`config.mk`:
```
export PLATFORM = sky130hd
export DESIGN_NAME = sliding_window_anagram_match
export DESIGN_NICKNAME = d
export VERILOG_FILES = /design/src/sv/swam_pkg.sv /design/src/sv/sliding_window_anagram_match.sv /design/src/sv/swam_delay_line.sv /design/src/sv/swam_histogram.sv
export VERILOG_INCLUDE_DIRS = /design/src /design/src/sv
export SDC_FILE = /design/constraint.sdc
export NUM_CORES = 1
export LEC_CHECK = 0
export ABC_AREA = 0
export CAP_MARGIN = 30
export CELL_PAD_IN_SITES_DETAIL_PLACEMENT = 1
export CELL_PAD_IN_SITES_GLOBAL_PLACEMENT = 1
export CORE_ASPECT_RATIO = 1.1
export CORE_MARGIN = 3
export CORE_UTILIZATION = 40
export CTS_CLUSTER_SIZE = 14
export DETAILED_ROUTE_END_ITERATION = 12
export DONT_BUFFER_PORTS = 1
export GPL_TIMING_DRIVEN = 0
export PLACE_DENSITY = 0.69
export REMOVE_ABC_BUFFERS = 1
export SLEW_MARGIN = 20
export SYNTH_ARGS = -nofsm -noshare
export SYNTH_HDL_FRONTEND = slang
export SYNTH_SLANG_ARGS = --single-unit
export TNS_END_PERCENT = 10
```
`constraint.sdc`:
```
create_clock -name clk_i -period 5.7 [get_ports clk_i]
set_clock_uncertainty 0.05 [all_clocks]
set_input_delay 1.14 -clock clk_i [delete_from_list [all_inputs] [get_ports clk_i]]
set_output_delay 1.14 -clock clk_i [all_outputs]
set_load 0.01 [all_outputs]
```
`src/sv/sliding_window_anagram_match_macros.svh`:
```
// assertion macros for the sliding window anagram matcher
`ifndef SLIDING_WINDOW_ANAGRAM_MATCH_MACROS_SVH
`define SLIDING_WINDOW_ANAGRAM_MATCH_MACROS_SVH

// same-cycle implication, sampled on clk_i, off during reset
`define SWAM_ASSERT_NOW(lbl, ante, cons, msg) \
  lbl: assert property (@(posedge clk_i) disable iff (!rst_ni) (ante) |-> (cons)) \
    else $error(msg);

// next-cycle implication, sampled on clk_i, off during reset
`define SWAM_ASSERT_NEXT(lbl, ante, cons, msg) \
  lbl: assert property (@(posedge clk_i) disable iff (!rst_ni) (ante) |=> (cons)) \
    else $error(msg);

`endif

```
`src/sv/swam_pkg.sv`:
```
// types and constants shared by the anagram matcher modules
`timescale 1ns / 1ps

package swam_pkg;

  localparam int unsigned ALPHABET_SIZE = 26;
  localparam int unsigned LETTER_W      = 5;
  localparam int unsigned OP_W          = 2;

  typedef enum logic [OP_W-1:0] {
    OP_CLEAR   = 2'd0,
    OP_PATTERN = 2'd1,
    OP_TEXT    = 2'd2
  } op_e;

  typedef struct packed {
    op_e                 op;
    logic [LETTER_W-1:0] letter;
  } in_beat_t;

  typedef struct packed {
    logic window_match;
    logic found;
    logic pattern_overflow;
  } out_beat_t;

  typedef struct packed {
    logic                clear_all;
    logic                clear_window;
    logic                pat_inc;
    logic                txt_inc;
    logic                txt_drop;
    logic [LETTER_W-1:0] letter;
    logic [LETTER_W-1:0] old_letter;
  } hist_ctrl_t;

endpackage

```
`src/sv/sliding_window_anagram_match.sv`:
```
// top level of the sliding window anagram matcher
`timescale 1ns / 1ps

// Streams clear, pattern-letter and text-letter beats and returns one result
// beat per input beat: window match, sticky found and sticky pattern overflow.
// One beat is taken every cycle unless the output stalls; each beat passes the
// input register, then the single pass through the 26 histogram lanes and their
// compare into the result register. The delay line holding the window letters
// is read ahead from the updated pointer through its registered port, so it
// never holds up the stream. Stall on the output backs up into in_stall_o.
module sliding_window_anagram_match
  import swam_pkg::*;
#(
  parameter int unsigned MAX_PATTERN_LEN = 32
) (
  input  logic      clk_i,
  input  logic      rst_ni,
  input  logic      in_valid_i,
  output logic      in_stall_o,
  input  in_beat_t  in_beat_i,
  output logic      out_valid_o,
  input  logic      out_stall_i,
  output out_beat_t out_beat_o
);

  `include "sliding_window_anagram_match_macros.svh"

  localparam int unsigned LEN_W = $clog2(MAX_PATTERN_LEN + 1);
  localparam int unsigned PTR_W = (MAX_PATTERN_LEN > 1) ? $clog2(MAX_PATTERN_LEN) : 1;
  localparam int unsigned SUM_W = LEN_W + 1;

  // input stage
  logic     s1_valid_q;
  in_beat_t s1_beat_q;

  // result stage
  logic      out_valid_q;
  out_beat_t out_beat_q;

  // search state
  logic [LEN_W-1:0] pattern_length_q, pattern_length_d;
  logic [LEN_W-1:0] text_seen_q, text_seen_d;
  logic [PTR_W-1:0] write_pos_q, write_pos_d;
  logic             found_q, found_d;
  logic             overflow_q, overflow_d;

  logic advance;
  logic fire;
  logic letter_ok;
  logic is_clear;
  logic is_pat;
  logic is_txt;
  logic pat_full;
  logic len_zero;
  logic pat_acc;
  logic txt_act;
  logic win_full;
  logic drop;
  logic hist_eq;
  logic match;

  logic [SUM_W-1:0]    old_sum;
  logic [SUM_W-1:0]    old_wrap;
  logic [PTR_W-1:0]    raddr;
  logic [LETTER_W-1:0] old_letter;
  hist_ctrl_t          hist_ctrl;

  assign advance    = !out_valid_q || !out_stall_i;
  assign fire       = s1_valid_q && advance;
  assign in_stall_o = s1_valid_q && !advance;

  always_ff @(posedge clk_i or negedge rst_ni) begin
    if (!rst_ni) begin
      s1_valid_q <= 1'b0;
    end else if (!in_stall_o) begin
      s1_valid_q <= in_valid_i;
    end
  end

  always_ff @(posedge clk_i) begin
    if (in_valid_i && !in_stall_o) begin
      s1_beat_q <= in_beat_i;
    end
  end

  // decode
  assign letter_ok = (s1_beat_q.letter < LETTER_W'(ALPHABET_SIZE));
  assign is_clear  = fire && (s1_beat_q.op == OP_CLEAR);
  assign is_pat    = fire && (s1_beat_q.op == OP_PATTERN) && letter_ok;
  assign is_txt    = fire && (s1_beat_q.op == OP_TEXT) && letter_ok;
  assign pat_full  = (pattern_length_q == LEN_W'(MAX_PATTERN_LEN));
  assign len_zero  = (pattern_length_q == '0);
  assign pat_acc   = is_pat && !pat_full;
  assign txt_act   = is_txt && !len_zero;
  assign win_full  = (text_seen_q >= pattern_length_q);
  assign drop      = txt_act && win_full;

  always_comb begin
    pattern_length_d = pattern_length_q;
    text_seen_d      = text_seen_q;
    write_pos_d      = write_pos_q;
    overflow_d       = overflow_q;
    if (is_clear) begin
      pattern_length_d = '0;
      text_seen_d      = '0;
      write_pos_d      = '0;
      overflow_d       = 1'b0;
    end else if (pat_acc) begin
      pattern_length_d = pattern_length_q + LEN_W'(1);
      text_seen_d      = '0;
    end else if (is_pat) begin
      overflow_d = 1'b1;
    end else if (txt_act) begin
      if (!win_full) begin
        text_seen_d = text_seen_q + LEN_W'(1);
      end
      if (write_pos_q == PTR_W'(MAX_PATTERN_LEN - 1)) begin
        write_pos_d = '0;
      end else begin
        write_pos_d = write_pos_q + PTR_W'(1);
      end
    end
  end

  assign match = is_txt && (len_zero || ((text_seen_d == pattern_length_q) && hist_eq));

  always_comb begin
    found_d = found_q;
    if (is_clear) begin
      found_d = 1'b0;
    end else if (match) begin
      found_d = 1'b1;
    end
  end

  always_ff @(posedge clk_i or negedge rst_ni) begin
    if (!rst_ni) begin
      pattern_length_q <= '0;
      text_seen_q      <= '0;
      write_pos_q      <= '0;
      found_q          <= 1'b0;
      overflow_q       <= 1'b0;
    end else begin
      pattern_length_q <= pattern_length_d;
      text_seen_q      <= text_seen_d;
      write_pos_q      <= write_pos_d;
      found_q          <= found_d;
      overflow_q       <= overflow_d;
    end
  end

  // oldest window letter for the next beat, taken from the updated state
  assign old_sum  = SUM_W'(write_pos_d) + SUM_W'(MAX_PATTERN_LEN) - SUM_W'(pattern_length_d);
  assign old_wrap = (old_sum >= SUM_W'(MAX_PATTERN_LEN)) ? old_sum - SUM_W'(MAX_PATTERN_LEN)
                                                          : old_sum;
  assign raddr    = old_wrap[PTR_W-1:0];

  swam_delay_line #(
    .DEPTH (MAX_PATTERN_LEN),
    .PTR_W (PTR_W)
  ) u_delay_line (
    .clk_i   (clk_i),
    .we_i    (txt_act),
    .waddr_i (write_pos_q),
    .wdata_i (s1_beat_q.letter),
    .raddr_i (raddr),
    .rdata_o (old_letter)
  );

  always_comb begin
    hist_ctrl.clear_all    = is_clear;
    hist_ctrl.clear_window = is_clear || pat_acc;
    hist_ctrl.pat_inc      = pat_acc;
    hist_ctrl.txt_inc      = txt_act;
    hist_ctrl.txt_drop     = drop;
    hist_ctrl.letter       = s1_beat_q.letter;
    hist_ctrl.old_letter   = old_letter;
  end

  swam_histogram #(
    .CNT_W (LEN_W)
  ) u_histogram (
    .clk_i     (clk_i),
    .rst_ni    (rst_ni),
    .ctrl_i    (hist_ctrl),
    .hist_eq_o (hist_eq)
  );

  // result register
  always_ff @(posedge clk_i or negedge rst_ni) begin
    if (!rst_ni) begin
      out_valid_q <= 1'b0;
    end else if (fire) begin
      out_valid_q <= 1'b1;
    end else if (advance) begin
      out_valid_q <= 1'b0;
    end
  end

  always_ff @(posedge clk_i) begin
    if (fire) begin
      out_beat_q.window_match     <= match;
      out_beat_q.found            <= found_d;
      out_beat_q.pattern_overflow <= overflow_d;
    end
  end

  assign out_valid_o = out_valid_q;
  assign out_beat_o  = out_beat_q;

  `SWAM_ASSERT_NOW(a_stall_only_full, in_stall_o, s1_valid_q && out_valid_q, "stall with room in the pipe")
  `SWAM_ASSERT_NOW(a_seen_in_window, 1'b1, text_seen_q <= pattern_length_q, "window count past pattern length")
  `SWAM_ASSERT_NOW(a_overflow_full, overflow_q, pattern_length_q == LEN_W'(MAX_PATTERN_LEN), "overflow below full pattern")
  `SWAM_ASSERT_NEXT(a_found_sticky, found_q && !is_clear, found_q, "found dropped without a clear")

endmodule

```
`src/sv/swam_delay_line.sv`:
```
// circular letter delay line with a registered read port
`timescale 1ns / 1ps

module swam_delay_line
  import swam_pkg::*;
#(
  parameter int unsigned DEPTH = 32,
  parameter int unsigned PTR_W = 5
) (
  input  logic                clk_i,
  input  logic                we_i,
  input  logic [PTR_W-1:0]    waddr_i,
  input  logic [LETTER_W-1:0] wdata_i,
  input  logic [PTR_W-1:0]    raddr_i,
  output logic [LETTER_W-1:0] rdata_o
);

  logic [LETTER_W-1:0] mem_q [DEPTH];
  logic [LETTER_W-1:0] rdata_q;

  always_ff @(posedge clk_i) begin
    if (we_i) begin
      mem_q[waddr_i] <= wdata_i;
    end
  end

  // write-through when the next read hits the entry written now
  always_ff @(posedge clk_i) begin
    if (we_i && (waddr_i == raddr_i)) begin
      rdata_q <= wdata_i;
    end else begin
      rdata_q <= mem_q[raddr_i];
    end
  end

  assign rdata_o = rdata_q;

endmodule

```
`src/sv/swam_histogram.sv`:
```
// pattern and window letter histograms with parallel equality compare
`timescale 1ns / 1ps

module swam_histogram
  import swam_pkg::*;
#(
  parameter int unsigned CNT_W = 6
) (
  input  logic       clk_i,
  input  logic       rst_ni,
  input  hist_ctrl_t ctrl_i,
  output logic       hist_eq_o
);

  logic [CNT_W-1:0]         pat_q [ALPHABET_SIZE];
  logic [CNT_W-1:0]         pat_d [ALPHABET_SIZE];
  logic [CNT_W-1:0]         win_q [ALPHABET_SIZE];
  logic [CNT_W-1:0]         win_d [ALPHABET_SIZE];
  logic [ALPHABET_SIZE-1:0] eq;

  for (genvar i = 0; i < ALPHABET_SIZE; i++) begin : g_lane
    logic hit_new;
    logic hit_old;

    assign hit_new = (ctrl_i.letter == LETTER_W'(i));
    assign hit_old = (ctrl_i.old_letter == LETTER_W'(i));

    always_comb begin
      pat_d[i] = pat_q[i];
      if (ctrl_i.clear_all) begin
        pat_d[i] = '0;
      end else if (ctrl_i.pat_inc && hit_new) begin
        pat_d[i] = pat_q[i] + CNT_W'(1);
      end
    end

    always_comb begin
      win_d[i] = win_q[i];
      if (ctrl_i.clear_window) begin
        win_d[i] = '0;
      end else begin
        win_d[i] = win_q[i]
                 + CNT_W'(ctrl_i.txt_inc && hit_new)
                 - CNT_W'(ctrl_i.txt_drop && hit_old && (win_q[i] != '0));
      end
    end

    always_ff @(posedge clk_i or negedge rst_ni) begin
      if (!rst_ni) begin
        pat_q[i] <= '0;
        win_q[i] <= '0;
      end else begin
        pat_q[i] <= pat_d[i];
        win_q[i] <= win_d[i];
      end
    end

    // window after this beat against the pattern
    assign eq[i] = (win_d[i] == pat_q[i]);
  end

  assign hist_eq_o = &eq;

endmodule
```
==> results of run 1 <==
logic make-up after synthesis:
| group | after synthesis |
|---|---|
| AOI/OAI and AO/OA | 430 |
| adders and majority gates | 279 |
| buffers and inverters | 367 |
| and+or+nand+nor | 1017 |
| xor gates and xnor gates | 292 |
| muxes | 111 |
| DFF | 508 |
through the flow:
step / total power [µW] / setup TNS (ns) / worst slack [ns]
after floorplan: 11000 / -31.94 / -1.98
after global placement: 14000 / -938.58 / -6.62
after detailed placement: 14300 / -9.41 / -2.58
after CTS: 19600 / -2.24 / -0.783
after global routing: 21000 / -2.41 / -0.838
final: 19900 / -1.93 / -0.676
state kept, by name, summed over array words and instances (netlist names), named ones only:
register            cells
found_q                 1
hist_ctrl               5
out_beat_o              3
out_valid_o             1
overflow_q              1
pattern_length_q        6
s1_beat_q               2
s1_valid_q              1
text_seen_q             6
u_delay_line.mem_q    160
u_histogram.pat_q     156
u_histogram.win_q     156
write_pos_q             5
where the power goes:
part / internal [µW] / switching (µW)
clock: 2610 / 1710
sequential: 4270 / 345
combinational: 4480 / 6530
area by class of cell:
cell class / instances / area (µm²)
Fill cell: 8313 / 41400
Multi-Input combinational cell: 2129 / 17100
Sequential cell: 508 / 13500
Clock buffer: 65 / 1520
Tap cell: 1035 / 1290
Inverter: 274 / 1030
Timing Repair Buffer: 72 / 965
Clock inverter: 43 / 682
path summary, 6_finish.rpt:
kind | cells past startpoint | endpoint | slack, ns
max reg2reg | 21 | out_beat_o[1] | -0.68
min | 0 | u_histogram.win_q[85] | 0.16
min reg2reg | 1 | out_valid_o | 0.44
max in group asynchronous | 0 | write_pos_q[2] | 4.75
min in group clk_i | 1 | out_valid_o | 0.44
max | 21 | out_beat_o[1] | -0.68
critical path, stage by stage, from the launching register on:
cell       delay, ns
dfxtp_4         0.43
buf_12          0.15
buf_16          0.13
mux4_2          0.53
mux4_2          0.53
mux2_4          0.32
or2_4           0.27
or3_4           0.41
a311oi_2        0.25
ha_1            0.28
inv_1           0.06
ha_2            0.19
fa_2            0.48
nor4bb_2        0.30
a31oi_1         0.08
o2bb2ai_2       0.29
o2111ai_2       0.18
nor4_4          0.26
nand4_1         0.22
nor4_4          0.43
nand4_1         0.16
a21oi_2         0.17
per-layer routing:
layer  wire length (µm)  vias to the layer above  GRT usage (%)  part of all wire (%)
li1                   -                    10700              -                     -
met2              53300                      589           45.8                    48
met3               5010                      232           3.47                   4.6
met4               7470                        0           15.3                   6.8
met5                  0                        -              0                     0
met1              44200                    12400           33.4                    40
timing repair:
item / in CTS / in global routing
pin swaps: 32 / 35
setup endpoints to repair: 4 / 3
setup buffers: 22 / 17
cloned: 4 / 0
gates resized for setup: 89 / 44
cell usage in the layout (no fill, tap or decap), types with 20 or more instances in the layout:
| cell | n |
|---|---|
| nand2_1 | 150 |
| mux4_2 | 50 |
| a21o_1 | 29 |
| xor2_1 | 110 |
| mux2i_1 | 47 |
| o21ai_0 | 54 |
| nand4_1 | 45 |
| edfxtp_1 | 170 |
| nand3_1 | 58 |
| a21oi_1 | 101 |
| and3b_1 | 20 |
| nor2b_1 | 25 |
| dfrtp_1 | 333 |
| fa_1 | 20 |
| xnor2_1 | 156 |
| nand2b_1 | 21 |
| and4_1 | 33 |
| nor3_1 | 42 |
| ha_1 | 249 |
| inv_1 | 273 |
| and2_1 | 75 |
| clkbuf_16 | 59 |
| buf_4 | 33 |
| nand3b_1 | 20 |
| nor2_1 | 402 |
==> impl_metrics.toml, run 1 <==
[status]
status = "finished with violations"
violations = "negative setup slack"

[worst_setup_path]
worstSetupEndpointType = "register"
worstPathRequired_ns = 6.14
path_max_fanout = 5
cp.arrival_ns = 6.82
worst_setup_path_start_kind = "register"
path_class = "reg -> reg"

[routing]
ant_nets = 0
wl_per_cell_um = 26.7
totalWireLength_um = 110000
drt_first_pass_iters = 7
first_iter_violations = 1616
drc_errors = 0
viasPerCell = 5.79
vias = 23900

[finish]
n_antenna_cell = 0
drive_gt1_share_pct = 11.7
post-route-cell-area_mm2 = 0.0361
num-nets-final = 3333
final_core_utilization_pct = 46.6
area_delta_synth_final_pct = 15.3
instances_no_fill = 4126

[synthesis]
ys.flop_type = "dfrtp_1"
synth_edf_count = 170
ys_async_sr_fraction_pct = 65.6
synth_fa_ha_area_share_pct = 11.8
synth_area_leader_cell = "dfrtp_1"
synth-seq-cells = 508
synthXorXnorAreaFrac_pct = 8.65
synthSimpleGateAreaFrac_pct = 16.4
syn_avg_cell_area_um2 = 10.4
synth_mux_area_share_pct = 5.58
synth_top_family_by_area = "simple AND/OR/NAND/NOR gates"
synthCells = 3004
synth_area_leaders = "dfrtp_1 (27%), edfxtp_1 (16%), ha_1 (10%)"
yosysWarnings = 0
ys_seq_area_share_pct = 43.2
synth_cell_types = 89
synth_compound_area_share_pct = 9.83
synth_common_cells = "nor2_1 (402), dfrtp_1 (333), inv_1 (274), ha_1 (252), edfxtp_1 (170)"
yosys.cell_count.top_type = "nor2_1"
synth_top_area_share_pct = 26.6
synth_area_mm2 = 0.0313

[global_route]
grt_pass1_vias = 26000
grt_usage_pct = 27.1
grt_max_degree = 334
overflow = 0
antenna_found_initial = 0
grt_pass1_wl_um = 167000

[sta]
setup_viol = 3
timing.final.ws_setup_ns = -0.676
slew_viol_final = 0
finalCriticalPeriod_ns = 6.38
rsz0062_at_grt = "yes"
final-hold-violation-count = 0
fin_crit_sh_pct = 112
worst_pin_slew_ns = 0.981
max_freq_ghz = 0.157
hold_slack_ns = 0.157
maxSlewHeadroom_pct = 34.1

[floorplan]
coreArea_mm2 = 0.0775
initial_core_util_pct = 40.4
dieArea_mm2 = 0.0818
die_y_um = 300
rows = 107
die_w_um = 273
io_pins = 16

[place]
place_inst = 3977
placed_area_mm2 = 0.0328
hpwl_um = 81500
io_buffers = 0
gp_congestion = 0.928

[clock_tree]
htree_levels = 2
clockRootBuffer = "clkbuf_16"
clock_path_buffers = 3
clk-insertion-delay-late_ns = 0.67
clock_sinks = 508
path_clk_slew_ns = 0.06
ctsHoldBuffers = 0
cts_buffers = 58
tritoncts = "yes"

[min_path]
hp-class = "in -> async"

[power]
max-vdd-ir-drop_mv = 0.280
p_leak_uw = 0.0153
power_density_mw_per_mm2 = 552

[job]
maxCapViolations = 0
No activity file was read; power rests on OpenSTA's default activity.
==> run 2, diff against run 1 <==
--- a/config.mk
+++ b/config.mk
@@ -11,13 +11,14 @@
 export CELL_PAD_IN_SITES_DETAIL_PLACEMENT = 1
 export CELL_PAD_IN_SITES_GLOBAL_PLACEMENT = 1
 export CORE_ASPECT_RATIO = 1.1
-export CORE_MARGIN = 3
 export CORE_UTILIZATION = 40
+export CTS_BUF_LIST = sky130_fd_sc_hd__clkbuf_2 sky130_fd_sc_hd__clkbuf_4 sky130_fd_sc_hd__clkbuf_8
 export CTS_CLUSTER_SIZE = 14
 export DETAILED_ROUTE_END_ITERATION = 12
 export DONT_BUFFER_PORTS = 1
 export GPL_TIMING_DRIVEN = 0
 export PLACE_DENSITY = 0.69
+export RECOVER_POWER = 100
 export REMOVE_ABC_BUFFERS = 1
 export SLEW_MARGIN = 20
 export SYNTH_ARGS = -nofsm -noshare
==> run 2 against run 1 <==
  * The flow finishes with violations (max-capacitance violations, max-slew violations, negative setup slack)
  * Hold slack lost 0.11 ns
  * Combinational power grew 7%
  * Die area shrank 2.8%
  * Clock power shrank 14%
  * Fmax shrank 0.57%
  * Sequential share of layout area grew 0.17 points
  * Sequential power is essentially flat
  * Design area shrank 0.46%
  * Utilization shrank 0.22 points
  * Count of clock-buffer cells in the layout grew 74
  * Sequential cell count is the same
  * Critical endpoint unchanged
==> impl_metrics.toml, run 2 (same netlist as run 1, synthesis figures left out) <==
[sta]
slew_viol_final = 182
final-hold-violation-count = 0
setup_viol = 4
max_freq_ghz = 0.156
worst_pin_slew_ns = 1.95
fin_crit_sh_pct = 112
finalCriticalPeriod_ns = 6.41
rsz0062_at_grt = "yes"
maxSlewHeadroom_pct = -30.5
timing.final.ws_setup_ns = -0.712
hold_slack_ns = 0.0510

[floorplan]
dieArea_mm2 = 0.0795
coreArea_mm2 = 0.0775
rows = 107
io_pins = 16
initial_core_util_pct = 40.4
die_w_um = 269
die_y_um = 296

[routing]
drc_errors = 0
vias = 24300
ant_nets = 0
wl_per_cell_um = 26.1
first_iter_violations = 1487
totalWireLength_um = 110000
drt_first_pass_iters = 5
viasPerCell = 5.79

[clock_tree]
clockRootBuffer = "clkbuf_8"
clock_path_buffers = 3
cts_buffers = 93
tritoncts = "yes"
clk-insertion-delay-late_ns = 0.75
path_clk_slew_ns = 0.07
clock_sinks = 508
htree_levels = 3

[finish]
area_delta_synth_final_pct = 14.7
final_cell_mix = "nor2_1 (402), dfrtp_1 (333), inv_1 (273), ha_1 (248), edfxtp_1 (170)"
num-nets-final = 3380
layout_commonest_cell = "nor2_1"
post-route-cell-area_mm2 = 0.0360
largest_register_ffs = 160
drive_gt1_share_pct = 13.8
instances_no_fill = 4204
largestRegisters = "u_delay_line.mem_q: 160 flops, u_histogram.pat_q: 156 flops, u_histogram.win_q: 156 flops"
largest_register = "u_delay_line.mem_q"
final_core_utilization_pct = 46.4

[power]
seqPwrFrac_pct = 22.9
p_leak_uw = 0.0153
p_clk_share_pct = 18.6
p_switching_uw = 8900
power_density_mw_per_mm2 = 559
max-vdd-ir-drop_mv = 0.281
combPwrFrac_pct = 58.5
p_sw_share_pct = 44.3
cellInternalPower_uw = 11200

[global_route]
grt_max_degree = 334
overflow = 0
grt_pass1_vias = 26200
grt_usage_pct = 28.1
grt_pass1_wl_um = 165000
antenna_found_initial = 7

[worst_setup_path]
cp.arrival_ns = 6.93
worst_setup_path_start_kind = "register"
path_max_fanout = 8
worstPathRequired_ns = 6.21
path_class = "reg -> reg"
ff2ff_path_depth = 21
worstSetupEndpointType = "register"

[min_path]
hp-class = "in -> async"

[status]
violations = "max-capacitance violations, max-slew violations, negative setup slack"
status = "finished with violations"

[place]
io_buffers = 0
gp_congestion = 0.948
placed_area_mm2 = 0.0328
place_inst = 3976
hpwl_um = 80800

[job]
maxCapViolations = 1
## run 2: final timing paths
| path | to | slack, ns |
|---|---|---|
| min in group clk_i | s1_beat_q[5] | 0.43 |
| min | u_histogram.win_q[88] | 0.05 |
| max in group asynchronous | u_histogram.pat_q[15] | 4.04 |
| max | out_beat_o[1] | -0.71 |
| max reg2reg | out_beat_o[1] | -0.71 |
| min reg2reg | out_valid_o | 0.43 |
## run 2: stage by stage
stage,setup TNS [ns],worst slack [ns],power (µW)
after floorplan,-31.94,-1.98,11000
after global placement,-966.45,-6.54,14000
after detailed placement,-7.11,-2.41,14500
after CTS,-2.70,-0.720,19500
after global routing,-2.99,-0.836,21100
final,-2.56,-0.712,20100
## run 2: area by class of cell
class,instances,area [µm²]
Sequential cell,508,13500
Clock inverter,29,213
Tap cell,1035,1290
Fill cell,8389,41600
Inverter,274,1030
Clock buffer,139,1740
Antenna cell,6,15.0
Multi-Input combinational cell,2129,17200
Timing Repair Buffer,84,943
## run 2: power by group through the flow
stage | Combinational, µW | Sequential (µW) | Clock (µW)
2_1_floorplan | 6390 | 4630 | 0
3_3_place_gp | 9240 | 4780 | 0
3_5_place_dp | 9820 | 4670 | 0
4_1_cts | 11100 | 4610 | 3790
5_1_grt | 12500 | 4650 | 3950
6_report | 11800 | 4610 | 3730
## run 2: worst max-delay path, cell delays in order (launching register included)
cell      delay (ns)
dfxtp_4         0.43
buf_12          0.17
mux4_2          0.53
mux4_2          0.55
mux2i_4         0.24
and3_4          0.28
nand3_4         0.21
buf_4           0.22
a311oi_2        0.20
ha_1            0.17
inv_1           0.04
ha_1            0.22
fa_1            0.44
xor2_2          0.25
a21boi_1        0.26
a21oi_1         0.13
o311a_4         0.39
a311oi_4        0.44
nand4_1         0.26
nor3_2          0.28
nand4_1         0.18
a21oi_4         0.24
## run 2: per-layer routing
layer | vias up | share of wire [%] | global-route usage, %
li1 | 10800 | - | -
met1 | 12500 | 40 | 34.0
met2 | 756 | 48 | 47.1
met3 | 285 | 5.7 | 4.82
met4 | 2 | 6.6 | 16.1
met5 | - | 0.012 | 0
## run 2: timing repair
item | 4_1_cts | 5_1_grt
setup endpoints to repair | 5 | 4
gates cloned | 2 | 0
resized for setup | 114 | 56
hold buffers | 0 | 0
setup buffers | 44 | 11
pin swaps | 42 | 32
